## src/rtl/krsv_pkg.sv

```systemverilog
// ----------------------------------------------------------------------------
// Key record stream validator package
// Item types, field layout constants, status codes and the CRC step.
// ----------------------------------------------------------------------------
package krsv_pkg;

  localparam int KEYID_START    = 8;
  localparam int PUBKEY_START   = 16;
  localparam int LABEL_START    = 81;
  localparam int RESERVED_START = 105;

  localparam logic [31:0] CRC_INIT = 32'hffff_ffff;
  localparam logic [31:0] CRC_POLY = 32'hedb8_8320;

  localparam logic [7:0] VERSION_ONE = 8'd1;

  localparam logic [1:0] KIND_NONE   = 2'd0;
  localparam logic [1:0] KIND_KEYID  = 2'd1;
  localparam logic [1:0] KIND_PUBKEY = 2'd2;
  localparam logic [1:0] KIND_LABEL  = 2'd3;

  localparam logic [2:0] ST_PARSED    = 3'd0;
  localparam logic [2:0] ST_LENGTH    = 3'd1;
  localparam logic [2:0] ST_MAGIC     = 3'd2;
  localparam logic [2:0] ST_VERSION   = 3'd3;
  localparam logic [2:0] ST_ALGORITHM = 3'd4;
  localparam logic [2:0] ST_RESERVED  = 3'd5;
  localparam logic [2:0] ST_CHECKSUM  = 3'd6;

  // Bit positions of the sticky error flags.
  localparam int FLAG_MAGIC    = 0;
  localparam int FLAG_VERSION  = 1;
  localparam int FLAG_ALGO     = 2;
  localparam int FLAG_RESERVED = 3;

  typedef struct packed {
    logic [7:0] data_byte;
    logic       last_byte;
  } krsv_in_t;

  typedef struct packed {
    logic [7:0] field_byte;
    logic [1:0] field_kind;
    logic [6:0] field_offset;
    logic       done_res;
    logic [2:0] status;
  } krsv_out_t;

  // A byte after classification by its position in the record.
  typedef struct packed {
    logic [7:0] data_byte;
    logic       last_byte;
    logic [1:0] field_kind;
    logic [6:0] field_offset;
    logic       chk_magic;
    logic [1:0] magic_idx;
    logic       chk_version;
    logic       chk_algo;
    logic       len_lo;
    logic       len_hi;
    logic       chk_rsvd;
    logic       crc_en;
    logic       sum_en;
    logic [1:0] sum_idx;
    logic       len_ok;
  } krsv_cls_t;

  function automatic logic [7:0] magic_byte(input logic [1:0] idx);
    logic [7:0] b;
    case (idx)
      2'd0:    b = 8'h4c;
      2'd1:    b = 8'h48;
      2'd2:    b = 8'h41;
      default: b = 8'h4b;
    endcase
    return b;
  endfunction

  // One byte of the reflected CRC-32, eight shift steps.
  function automatic logic [31:0] crc_byte(input logic [31:0] crc_in, input logic [7:0] b);
    logic [31:0] c;
    c = crc_in ^ {24'd0, b};
    for (int i = 0; i < 8; i++) begin
      c = (c >> 1) ^ (CRC_POLY & {32{c[0]}});
    end
    return c;
  endfunction

endpackage

```

## src/rtl/krsv_fifo.sv

```systemverilog
// ----------------------------------------------------------------------------
// Key record stream validator two-entry queue
// Small first-in first-out buffer with push/full and pop/empty.
// ----------------------------------------------------------------------------
module krsv_fifo #(
  parameter type T = logic
) (
  input  logic clk,
  input  logic rst_n,
  input  logic push,
  input  T     push_data,
  output logic full,
  input  logic pop,
  output T     pop_data,
  output logic empty
);

  T           mem [2];
  logic       wr_ptr_r;
  logic       rd_ptr_r;
  logic [1:0] cnt_r;
  logic [1:0] cnt_nxt;
  logic       do_push;
  logic       do_pop;

  assign full     = (cnt_r == 2'd2);
  assign empty    = (cnt_r == 2'd0);
  assign do_push  = push && !full;
  assign do_pop   = pop && !empty;
  assign pop_data = mem[rd_ptr_r];

  always_comb begin
    cnt_nxt = cnt_r;
    if (do_push && !do_pop) begin
      cnt_nxt = cnt_r + 2'd1;
    end else if (do_pop && !do_push) begin
      cnt_nxt = cnt_r - 2'd1;
    end
  end

  always_ff @(posedge clk) begin
    if (!rst_n) begin
      wr_ptr_r <= 1'b0;
      rd_ptr_r <= 1'b0;
      cnt_r    <= 2'd0;
    end else begin
      cnt_r <= cnt_nxt;
      if (do_push) begin
        wr_ptr_r <= !wr_ptr_r;
      end
      if (do_pop) begin
        rd_ptr_r <= !rd_ptr_r;
      end
    end
  end

  always_ff @(posedge clk) begin
    if (do_push) begin
      mem[wr_ptr_r] <= push_data;
    end
  end

endmodule

```

## src/rtl/krsv_front.sv

```systemverilog
// ----------------------------------------------------------------------------
// Key record stream validator front end
// Counts record bytes and tags each byte with its field and check duties.
// ----------------------------------------------------------------------------
module krsv_front
  import krsv_pkg::*;
#(
  parameter int RECORD_BYTES = 128
) (
  input  logic      clk,
  input  logic      rst_n,
  input  logic      take,
  input  krsv_in_t  item,
  output krsv_cls_t cls
);

  localparam int CNT_W = $clog2(RECORD_BYTES + 2);

  localparam logic [CNT_W-1:0] REC_END   = CNT_W'(RECORD_BYTES);
  localparam logic [CNT_W-1:0] CNT_LIMIT = CNT_W'(RECORD_BYTES + 1);
  localparam logic [CNT_W-1:0] LAST_POS  = CNT_W'(RECORD_BYTES - 1);
  localparam logic [CNT_W-1:0] SUM_AT    = CNT_W'(RECORD_BYTES - 4);
  localparam logic [CNT_W-1:0] KEYID_AT  = CNT_W'(KEYID_START);
  localparam logic [CNT_W-1:0] PUBKEY_AT = CNT_W'(PUBKEY_START);
  localparam logic [CNT_W-1:0] LABEL_AT  = CNT_W'(LABEL_START);
  localparam logic [CNT_W-1:0] RSVD_AT   = CNT_W'(RESERVED_START);

  logic [CNT_W-1:0] pos_r;
  logic [CNT_W-1:0] pos_nxt;
  logic             in_rec;
  logic [CNT_W-1:0] sum_off;

  assign in_rec  = (pos_r < REC_END);
  assign sum_off = pos_r - SUM_AT;

  always_comb begin
    cls              = '0;
    cls.data_byte    = item.data_byte;
    cls.last_byte    = item.last_byte;
    cls.field_kind   = KIND_NONE;
    cls.field_offset = 7'd0;
    cls.chk_magic    = (pos_r < CNT_W'(4));
    cls.magic_idx    = pos_r[1:0];
    cls.chk_version  = (pos_r == CNT_W'(4));
    cls.chk_algo     = (pos_r == CNT_W'(5));
    cls.len_lo       = (pos_r == CNT_W'(6));
    cls.len_hi       = (pos_r == CNT_W'(7));
    cls.chk_rsvd     = (pos_r >= RSVD_AT) && (pos_r < SUM_AT);
    cls.crc_en       = (pos_r < SUM_AT);
    cls.sum_en       = in_rec && (pos_r >= SUM_AT);
    cls.sum_idx      = sum_off[1:0];
    // The byte position is one less than the record size exactly when the last record byte arrives.
    cls.len_ok       = (pos_r == LAST_POS);
    if (pos_r >= KEYID_AT && pos_r < PUBKEY_AT) begin
      cls.field_kind   = KIND_KEYID;
      cls.field_offset = 7'(pos_r - KEYID_AT);
    end else if (pos_r >= PUBKEY_AT && pos_r < LABEL_AT) begin
      cls.field_kind   = KIND_PUBKEY;
      cls.field_offset = 7'(pos_r - PUBKEY_AT);
    end else if (pos_r >= LABEL_AT && pos_r < RSVD_AT) begin
      cls.field_kind   = KIND_LABEL;
      cls.field_offset = 7'(pos_r - LABEL_AT);
    end
  end

  always_comb begin
    pos_nxt = pos_r;
    if (take) begin
      if (item.last_byte) begin
        pos_nxt = '0;
      end else if (pos_r < CNT_LIMIT) begin
        pos_nxt = pos_r + CNT_W'(1);
      end
    end
  end

  always_ff @(posedge clk) begin
    if (!rst_n) begin
      pos_r <= '0;
    end else begin
      pos_r <= pos_nxt;
    end
  end

endmodule

```

## src/rtl/krsv_back.sv

```systemverilog
// ----------------------------------------------------------------------------
// Key record stream validator back end
// Runs the CRC and field checks on tagged bytes and builds each result.
// ----------------------------------------------------------------------------
module krsv_back
  import krsv_pkg::*;
#(
  parameter int RECORD_BYTES = 128
) (
  input  logic       clk,
  input  logic       rst_n,
  input  logic       take,
  input  krsv_cls_t  cls,
  input  logic [7:0] expected_alg,
  output krsv_out_t  res
);

  localparam logic [15:0] REC_LEN = 16'(RECORD_BYTES);

  logic [31:0] crc_r;
  logic [31:0] crc_nxt;
  logic [15:0] len_r;
  logic [15:0] len_nxt;
  logic [31:0] sum_r;
  logic [31:0] sum_nxt;
  logic [3:0]  flags_r;
  logic [3:0]  flags_nxt;
  logic [2:0]  status;

  always_comb begin
    crc_nxt   = cls.crc_en ? crc_byte(crc_r, cls.data_byte) : crc_r;
    len_nxt   = len_r;
    sum_nxt   = sum_r;
    flags_nxt = flags_r;
    if (cls.len_lo) begin
      len_nxt = {len_r[15:8], cls.data_byte};
    end
    if (cls.len_hi) begin
      len_nxt = {cls.data_byte, len_r[7:0]};
    end
    if (cls.sum_en) begin
      sum_nxt = sum_r | ({24'd0, cls.data_byte} << {cls.sum_idx, 3'd0});
    end
    if (cls.chk_magic && cls.data_byte != magic_byte(cls.magic_idx)) begin
      flags_nxt[FLAG_MAGIC] = 1'b1;
    end
    if (cls.chk_version && cls.data_byte != VERSION_ONE) begin
      flags_nxt[FLAG_VERSION] = 1'b1;
    end
    if (cls.chk_algo && cls.data_byte != expected_alg) begin
      flags_nxt[FLAG_ALGO] = 1'b1;
    end
    if (cls.chk_rsvd && cls.data_byte != 8'd0) begin
      flags_nxt[FLAG_RESERVED] = 1'b1;
    end
  end

  // The first failing check in priority order sets the status.
  always_comb begin
    status = ST_PARSED;
    if (cls.last_byte) begin
      if (!cls.len_ok || len_nxt != REC_LEN) begin
        status = ST_LENGTH;
      end else if (flags_nxt[FLAG_MAGIC]) begin
        status = ST_MAGIC;
      end else if (flags_nxt[FLAG_VERSION]) begin
        status = ST_VERSION;
      end else if (flags_nxt[FLAG_ALGO]) begin
        status = ST_ALGORITHM;
      end else if (flags_nxt[FLAG_RESERVED]) begin
        status = ST_RESERVED;
      end else if (sum_nxt != ~crc_nxt) begin
        status = ST_CHECKSUM;
      end
    end
  end

  always_comb begin
    res.field_byte   = cls.data_byte;
    res.field_kind   = cls.field_kind;
    res.field_offset = cls.field_offset;
    res.done_res     = cls.last_byte;
    res.status       = status;
  end

  always_ff @(posedge clk) begin
    if (!rst_n) begin
      crc_r   <= CRC_INIT;
      len_r   <= '0;
      sum_r   <= '0;
      flags_r <= '0;
    end else if (take) begin
      if (cls.last_byte) begin
        crc_r   <= CRC_INIT;
        len_r   <= '0;
        sum_r   <= '0;
        flags_r <= '0;
      end else begin
        crc_r   <= crc_nxt;
        len_r   <= len_nxt;
        sum_r   <= sum_nxt;
        flags_r <= flags_nxt;
      end
    end
  end

endmodule

```

## src/rtl/key_record_stream_validator.sv

```systemverilog
// ----------------------------------------------------------------------------
// Key record stream validator
// Checks a fixed-size key record arriving byte by byte and tags its fields.
//
//   Channel   Direction  Ports                         Transfer when
//   input     in         in_push, in_full, in_data     in_push && !in_full
//   result    out        out_empty, out_pop, out_data  out_pop && !out_empty
//   config    in         cfg_wr_en, cfg_wr_data        cfg_wr_en
//
// Each byte gives one result. A byte is classified in the cycle it is taken,
// waits in a two-entry queue, and the back end runs the CRC-32 byte step and
// the checks while moving it into a two-entry result queue. Sustained rate
// is one byte per cycle while the result side keeps popping. A stalled
// result side fills both queues, then in_full rises.
// Reset is synchronous and leaves both queues empty and the record cleared.
// ----------------------------------------------------------------------------
module key_record_stream_validator
  import krsv_pkg::*;
#(
  parameter int RECORD_BYTES = 128
) (
  input  logic       clk,
  input  logic       rst_n,
  input  logic       in_push,
  output logic       in_full,
  input  krsv_in_t   in_data,
  output logic       out_empty,
  input  logic       out_pop,
  output krsv_out_t  out_data,
  input  logic       cfg_wr_en,
  input  logic [7:0] cfg_wr_data
);

  logic [7:0] exp_alg_r;
  logic       in_take;
  krsv_cls_t  cls_in;
  krsv_cls_t  cls_out;
  logic       mid_full;
  logic       mid_empty;
  logic       res_full;
  logic       back_take;
  krsv_out_t  res;

  assign in_full   = mid_full;
  assign in_take   = in_push && !mid_full;
  assign back_take = !mid_empty && !res_full;

  always_ff @(posedge clk) begin
    if (!rst_n) begin
      exp_alg_r <= 8'd0;
    end else if (cfg_wr_en) begin
      exp_alg_r <= cfg_wr_data;
    end
  end

  krsv_front #(
    .RECORD_BYTES (RECORD_BYTES)
  ) u_front (
    .clk   (clk),
    .rst_n (rst_n),
    .take  (in_take),
    .item  (in_data),
    .cls   (cls_in)
  );

  krsv_fifo #(
    .T (krsv_cls_t)
  ) u_mid_q (
    .clk       (clk),
    .rst_n     (rst_n),
    .push      (in_take),
    .push_data (cls_in),
    .full      (mid_full),
    .pop       (back_take),
    .pop_data  (cls_out),
    .empty     (mid_empty)
  );

  krsv_back #(
    .RECORD_BYTES (RECORD_BYTES)
  ) u_back (
    .clk          (clk),
    .rst_n        (rst_n),
    .take         (back_take),
    .cls          (cls_out),
    .expected_alg (exp_alg_r),
    .res          (res)
  );

  krsv_fifo #(
    .T (krsv_out_t)
  ) u_res_q (
    .clk       (clk),
    .rst_n     (rst_n),
    .push      (back_take),
    .push_data (res),
    .full      (res_full),
    .pop       (out_pop),
    .pop_data  (out_data),
    .empty     (out_empty)
  );

endmodule

```

## config.mk

```make
export PLATFORM = sky130hd
export DESIGN_NAME = key_record_stream_validator
export DESIGN_NICKNAME = d
export VERILOG_FILES = /design/src/rtl/krsv_pkg.sv /design/src/rtl/krsv_fifo.sv /design/src/rtl/krsv_front.sv /design/src/rtl/krsv_back.sv /design/src/rtl/key_record_stream_validator.sv
export SDC_FILE = /design/constraint.sdc
export NUM_CORES = 1
export LEC_CHECK = 0
export BUFFER_PORTS_ARGS = -buffer_cell sky130_fd_sc_hd__buf_2
export CAP_MARGIN = 20
export CORE_ASPECT_RATIO = 0.8
export CORE_MARGIN = 2
export CORE_UTILIZATION = 38
export DETAILED_ROUTE_END_ITERATION = 8
export PLACE_DENSITY = 0.58
export SLEW_MARGIN = 20
export SYNTH_ARGS = -nofsm -noshare
export SYNTH_HDL_FRONTEND = slang
export SYNTH_SLANG_ARGS = --single-unit
```

## constraint.sdc

```tcl
create_clock -name clk -period 9.35 [get_ports clk]
set_input_delay 1.4025 -clock clk [delete_from_list [all_inputs] [get_ports clk]]
set_output_delay 1.4025 -clock clk [all_outputs]
set_load 0.1 [all_outputs]
```

After elaboration in Yosys (flattened, before gate mapping). Memories as Yosys holds them, arrays and structs flattened. A register that Yosys moved wholly into a read port is not among the register bits. Index checks and enable logic that the tools add are counted.

Flip-flop bits (word level): 108. RAM bits: 104. Input bits: 22. Output and inout port bits: 23. Logic and storage cells: 139. Memories: 2.

$add $sub $neg: 9. $lt $le $gt $ge: 12. Equality and inequality tests: 14. Shift-type cells: 1. Mux-type cells: 37. Bitwise gates (word level): 11. Reductions and logical operators: 41.

Memory list: u_mid_q.mem (words 2, bits a word 31, read ports 1, clocked after memory_dff 1, write ports 1, RTL line krsv_fifo.sv:18) `T mem [2];`; u_res_q.mem (words 2, bits a word 21, read ports 1, clocked after memory_dff 1, write ports 1, RTL line krsv_fifo.sv:18).

Operator list (count): $xor A31 B32 Y32 (8); $mux W32 (4); $eq A8 B3 Y1 const B (4); $mux W16 (2); $ne A32 B32 Y1 (1); $not A32 Y32 (1); $or A32 B32 Y32 (1); $shl A8 B5 Y32 (1); $xor A32 B8 Y32 (1); $mux W9 (3); $ge A8 B7 Y1 const B (3); $lt A8 B7 Y1 const B (3); $mux W8 (3); $mux W3 (7); $logic_and A1 B1 Y1 (19); $lt A8 B8 Y1 const B (2); $ne A16 B8 Y1 const B (1); $ne A8 B8 Y1 (2); $logic_not A1 Y1 (13); $mux W1 (12); $pmux W4 S3 (1); $add A8 B1 Y8 const B (1); $eq A8 B7 Y1 const B (1); $ge A8 B4 Y1 const B (1); other kinds (18) (30).

Depth between registers and ports, before layout. Gate-level depths: netlist of the first run.

Depth in word-level cells: 19. Gate-level depth with buffers: 13. Mapped depth without buffers: 11.

Cells and area by module. Synthesis of the first run repeated with hierarchy kept, for this count alone.

Cell total of the unflattened synthesis: 1027. Area, all modules: 11204.5 um2.

Modules (own cells, without submodules): krsv_back (times used 1, cells each 645, area each 5626.6 um2, sequential area each 1681.6 um2); krsv_fifo at u_mid_q (times used 1, cells each 121, area each 2459.9 um2, sequential area each 1961.9 um2); krsv_fifo at u_res_q (times used 1, cells each 90, area each 1741.7 um2, sequential area each 1361.3 um2); krsv_front (times used 1, cells each 144, area each 1064.8 um2, sequential area each 160.2 um2); key_record_stream_validator (times used 1, cells each 27, area each 311.5 um2, sequential area each 160.2 um2).

Least setup slack after synthesis of the first run. OpenSTA, ideal clock, no wires.

Path type: input to register. From: input port in_push. To: memory u_mid_q.mem[0][0] (netlist bit), enable pin. Library setup time: 416 ps. Data arrival time: 2759 ps. Required time: 8934 ps. Setup slack: 6175 ps. Stages on the path: 2. Path buffers: 0. Cell sequence: nand2_1 > nor2_1.

Cells in the longest elaborated chain, start to end: 4.

Ends and longest elaborated chain: start, declared (RTL line key_record_stream_validator.sv:24) `input logic in_push,`; $logic_and A1 B1 Y1 (RTL line key_record_stream_validator.sv:45) `assign in_take = in_push && !mid_full;`; $logic_and A1 B1 Y1 (RTL line krsv_fifo.sv:28) `assign do_push = push && !full;`; $mux W1 (RTL line krsv_fifo.sv:58) `if (do_push) begin`; $mux W1 (not written as such) (RTL line krsv_fifo.sv:59) `mem[wr_ptr_r] <= push_data;`; end, declared (RTL line krsv_fifo.sv:18).

Every way passes these cells.

==> results of run 1 <==
[registers in the layout (all words and copies together) (netlist names), 2 cells and up, named ones only]
name,flops
exp_alg_r,8
u_back.crc_r,32
u_back.flags_r,4
u_back.len_r,16
u_back.sum_r,32
u_front.pos_r,8
u_mid_q.cnt_r,2
u_mid_q.mem,58
u_res_q.cnt_r,2
u_res_q.mem,42
[kinds of logic after synthesis]
kind of cell / share of synthesized area [%]
xor+xnor: 14.2
compound gates: 12.2
buf+inv: 2.59
flops: 48.5
mux: 7.56
simple gates: 13.2
fa+ha+maj: 1.75
[path summary, 6_finish.rpt]
path | cells after the start | to | slack [ps]
setup / recovery | 10 | u_res_q.mem[0][1]$_DFFE_PP_ | 5460
hold / removal | 2 | u_back.sum_r[9]$_SDFFE_PN0P_ | 470
setup reg to reg | 10 | u_res_q.mem[0][1]$_DFFE_PP_ | 5460
hold reg to reg | 2 | u_back.sum_r[9]$_SDFFE_PN0P_ | 470
[critical path, delay by kind of cell (launching register included)]
family | cells | cell delay, ps
AND/OR/NAND/NOR | 1 | 380
XOR/XNOR | 5 | 1660
multiplexers | 1 | 480
AO/OA/AOI/OAI | 3 | 520
flip-flops | 1 | 570
[area by class of cell]
| class | count | area share [%] |
|---|---|---|
| sequential | 210 | 42.9 |
| multi-input combinational | 702 | 43.3 |
| timing repair buffer | 59 | 2.74 |
| tap | 364 | 3.75 |
| inverter | 25 | 0.773 |
| clock buffer | 31 | 5.23 |
| clock inverter | 10 | 1.30 |
[cell usage after synthesis, drive strengths merged (12+ instances only)]
master	instances	area, sq um
dfxtp	110	2200
edfxtp	100	3000
a21oi	79	399
nor2	75	282
nand2	72	270
xnor2	69	706
o21ai	38	190
clkbuf	37	139
mux2	36	413
mux2i	34	398
xor2	34	343
nor2b	32	200
o22ai	24	150
inv	22	82.6
and2	21	131
xnor3	18	407
a22oi	17	128
ha	15	188
nor3	12	60.1
[through the flow]
step	cells	utilization [%]	cell area, sq um
floorplan	983	-	10700
global placement	1360	41.3	11400
detailed placement	1360	41.3	11400
CTS	1401	44.2	12100
global route	1401	44.2	12100
finish	1401	44.2	12100
[layer usage]
layer	track usage, %	up-vias	wire length (microns)
met5	0	-	13
met4	4.58	2	586
met3	3.34	49	1600
met2	25.8	240	11000
met1	29.1	3645	13900
li1	-	3624	-
==> impl_metrics.toml, run 1 <==
[synth]
ys_ff_latch = 210
ys_types = 74
synth_nets = 1020
synth-async-reset-ratio_pct = 0
yosys_warnings = 0
yosys_most_used_dff = "dfxtp_1"
synth_edf_count = 100
syn_avg_cell_area_sq_um = 10.9
ys_seq_area_share_pct = 48.5
syn-cell-area_sq_um = 10700
synth_cells = 983

[layout]
area.growth.synth_to_final_pct = 13.2
final_common_cell = "dfxtp_1"
nets = 1058
n_fill_cell = 2585
regArea_sq_um = 5210
drive_above_1_share_pct = 15.5
multi_input_area_sq_um = 5260
layout_common_cells = "dfxtp_1 (109), edfxtp_1 (100), a21oi_1 (78)"
diodes = 0

[drt]
wl_per_cell_microns = 19.3
dr.first_iter.drc_count = 727
detail-route-antenna-nets = 0
wl_microns = 27100
vias_per_cell = 5.40
drtPass1Iterations = 5
drc = 0
vias = 7560

[critical_path]
cp_slowest_cell = "dfxtp_2"
crit_chain = "mux2_4 > xor2_4 > xnor2_1 > xor2_1 > xnor2_1 > xor2_1 > nor4b_1 > o2111ai_1 > o21ai_1 > a21oi_1"
cp_slowest_stage_delay_ps = 570
cp_data_required_time_ps = 9600
cp-end-kind = "register"
worstSetupPathType = "register to register"
cp-start-kind = "register"
cp.arrival_ps = 4140
path_max_fanout = 17

[sta]
finalSetupViolCount = 0
finClkSkew_ps = 13.3
finalCritPeriodShare_pct = 41.6
maxSlewViolCount = 0
period_minus_slack_ps = 3890
relSlewSlack_pct = 29.3
rsz0062_at_grt = "no"
setup_ws_ps = 5460
fmax_mhz = 257
hold_violations = 0
worstMarginPinSlew_ps = 1060
holdWs_ps = 471
tns_ps = 0

[clocking]
clkLatencyLatePin_ps = 510
post-cts-setup-buffers = 0
htree_levels = 1
cts_sinks = 210
clk_pin_slew_ps = 60
clock-root-buffer = "clkbuf_16"
cts_made_buffers = 23
cts_tree = "yes"
clockBufferDepth = 3
post_cts_resized = 0
cts_hold_buf = 0

[floorplan]
initial_core_util_pct = 39.0
die_h_microns = 154
row_count = 54
die_x_microns = 192
die-area_sq_um = 29600
ioPinCount = 45
core_sq_um = 27500

[place]
io_buffers = 44
dp_hpwl_microns = 18700
dp_slack_ps = 5540
gp_congestion = 0.905

[job]
max_cap_viol_count = 0

[global_route]
track_usage_pct = 18.5
grt_pass1_vias = 7125
overflow = 0
grt_start_max_net_pins = 42
grt_pass1_wl_microns = 42400
antenna_found_initial = 1

[worst_hold_path]
hold_class = "register to register"
hp-start = "u_back.sum_r[9]$_SDFFE_PN0P_"

[outcome]
status = "completed"
Power of run 1 is left out: the tool's default activity adds up to more than one toggle a clock period on the data nets, which glitch-free logic cannot reach.
==> run 2, diff against run 1 <==
==> constraint.sdc (replaced) <==
create_clock -name clk -period 3.7 [get_ports clk]
set_input_delay 0.555 -clock clk [delete_from_list [all_inputs] [get_ports clk]]
set_output_delay 0.555 -clock clk [all_outputs]
set_load 0.1 [all_outputs]
==> run 2 against run 1 <==
  * Die area is the same
  * Final area grew 2.7%
  * Core utilization grew 1.2 points
  * Worst setup slack lost 5300 ps
  * Sequential cell count is the same
  * Cell count grew 3.1%
  * Critical path depth grew 1
  * Non-clock buffer count grew 42
  * Critical path type unchanged
  * Count of clock-buffer cells in the layout shrank 6
  * Wire length grew 6.9%
==> impl_metrics.toml, run 2 (same netlist as run 1, synthesis figures left out) <==
[outcome]
status = "completed"

[drt]
drc = 0
wl_microns = 29000
vias_per_cell = 5.39
drtPass1Iterations = 5
detail-route-antenna-nets = 0
wl_per_cell_microns = 20.1
dr.first_iter.drc_count = 701
vias = 7780

[layout]
reg_top3 = "u_mid_q.mem: 58 flops, u_res_q.mem: 42 flops"
n_fill_cell = 2602
nets = 1100
layout_common_cells = "dfxtp_1 (109), edfxtp_1 (100), a21oi_1 (77)"
area.growth.synth_to_final_pct = 16.2
largest-register = "u_mid_q.mem"
multi_input_area_sq_um = 5270
diodes = 0
regArea_sq_um = 5210
drive_above_1_share_pct = 19.4
largest_reg_flops = 58
final_common_cell = "dfxtp_1"

[sta]
maxSlewViolCount = 0
rsz0062_at_grt = "no"
relSlewSlack_pct = 45.5
worstMarginPinSlew_ps = 807
setup_ws_ps = 199
hold_violations = 0
fmax_mhz = 286
finalSetupViolCount = 0
period_minus_slack_ps = 3500
finClkSkew_ps = 9.37
tns_ps = 0
finalCritPeriodShare_pct = 94.6
holdWs_ps = 228

[critical_path]
worstSetupPathType = "register to register"
r2r_cells = 11
cp_data_required_time_ps = 3960
cp-start-kind = "register"
r2r_slack_ps = 200
path_max_fanout = 9
r2r_end = "u_res_q.mem[1][1]$_DFFE_PP_"
cp-end-kind = "register"
cp.arrival_ps = 3760

[global_route]
track_usage_pct = 19.8
met3_usage_pct = 4.95
grt_start_max_net_pins = 41
top_usage_layer = "met1"
overflow = 0
met1_usage_pct = 31.1
met2_usage_pct = 27.3
grt_pass1_wl_microns = 44700
grt_pass1_vias = 7448
antenna_found_initial = 0

[worst_hold_path]
hold_class = "input port to register"
whs_path_depth = 1
min_to = "u_mid_q.mem[0][26]$_DFFE_PP_"
hp-start = "in_data[4]"

[clocking]
clockBufferDepth = 3
clk_pin_slew_ps = 60
cts_sinks = 210
post-cts-setup-buffers = 0
clock-root-buffer = "clkbuf_16"
cts_tree = "yes"
htree_levels = 1
cts_made_buffers = 23
cts_hold_buf = 0
clkLatencyLatePin_ps = 520

[place]
gp_congestion = 0.930
dp_hpwl_microns = 20800
dp_slack_ps = 32.7
io_buffers = 44

[floorplan]
die-area_sq_um = 29600
core_sq_um = 27500
ioPinCount = 45
row_count = 54
die_x_microns = 192
initial_core_util_pct = 39.0
die_h_microns = 154

[job]
max_cap_viol_count = 0
==> run 2: changes by cell type in the layout (fill, tap and decap cells not counted), sizes merged <==
| cell | previous run | this run |
|---|---|---|
| clkbuf | 31 | 25 |
| inv | 22 | 23 |
| clkinvlp | 0 | 1 |
| buf | 59 | 101 |
| clkinv | 9 | 15 |
| bufinv | 4 | 3 |
==> run 2: layout make-up <==
class,instances,share of cell area (%)
Clock buffer,25,4.76
Clock inverter,17,1.38
Inverter,25,0.752
Multi-Input combinational cell,702,42.3
Sequential cell,210,41.8
Tap cell,364,3.65
Timing Repair Buffer,101,5.40
==> run 2: how the worst max path moves through the flow <==
stage | from | to | cells after the start
after floorplan | register | u_res_q.mem[0][1]$_DFFE_PP_ | 11
final | register | u_res_q.mem[1][1]$_DFFE_PP_ | 11
after CTS | register | u_res_q.mem[0][1]$_DFFE_PP_ | 11
after detailed placement | register | u_res_q.mem[0][1]$_DFFE_PP_ | 11
after global routing | register | u_res_q.mem[1][1]$_DFFE_PP_ | 11
after global placement | register | u_res_q.mem[0][1]$_DFFE_PP_ | 11
==> run 2: repair_timing <==
action                     in CTS  in global routing
gates resized for setup         1                  2
pin swaps                       0                  1
setup endpoints to repair       2                  4
==> run 2: worst max-delay path: stages, from the launching register on <==
cell and delay, ps:
dfxtp_4 480, mux2_4 360, xor2_4 320, buf_4 210, xor3_1 320, mux2i_1 250, xor2_1 220, nand3_1 210
nor4b_2 350, o2111ai_1 230, o21ai_1 180, a21oi_1 100
==> run 2: metrics by stage <==
step	area, sq um	cells	utilization, %
after floorplan	10700	983	-
after global placement	11700	1402	42.5
after detailed placement	11700	1402	42.5
after CTS	12500	1444	45.3
after global routing	12500	1444	45.3
final	12500	1444	45.3
==> run 2: layer usage <==
| metal | share of wire, % | routed length (microns) |
|---|---|---|
| met1 | 50 | 14500 |
| met2 | 41 | 11700 |
| met3 | 7.9 | 2280 |
| met4 | 1.5 | 432 |
| met5 | 0 | 0 |
Power of run 2 is left out for the same reason.
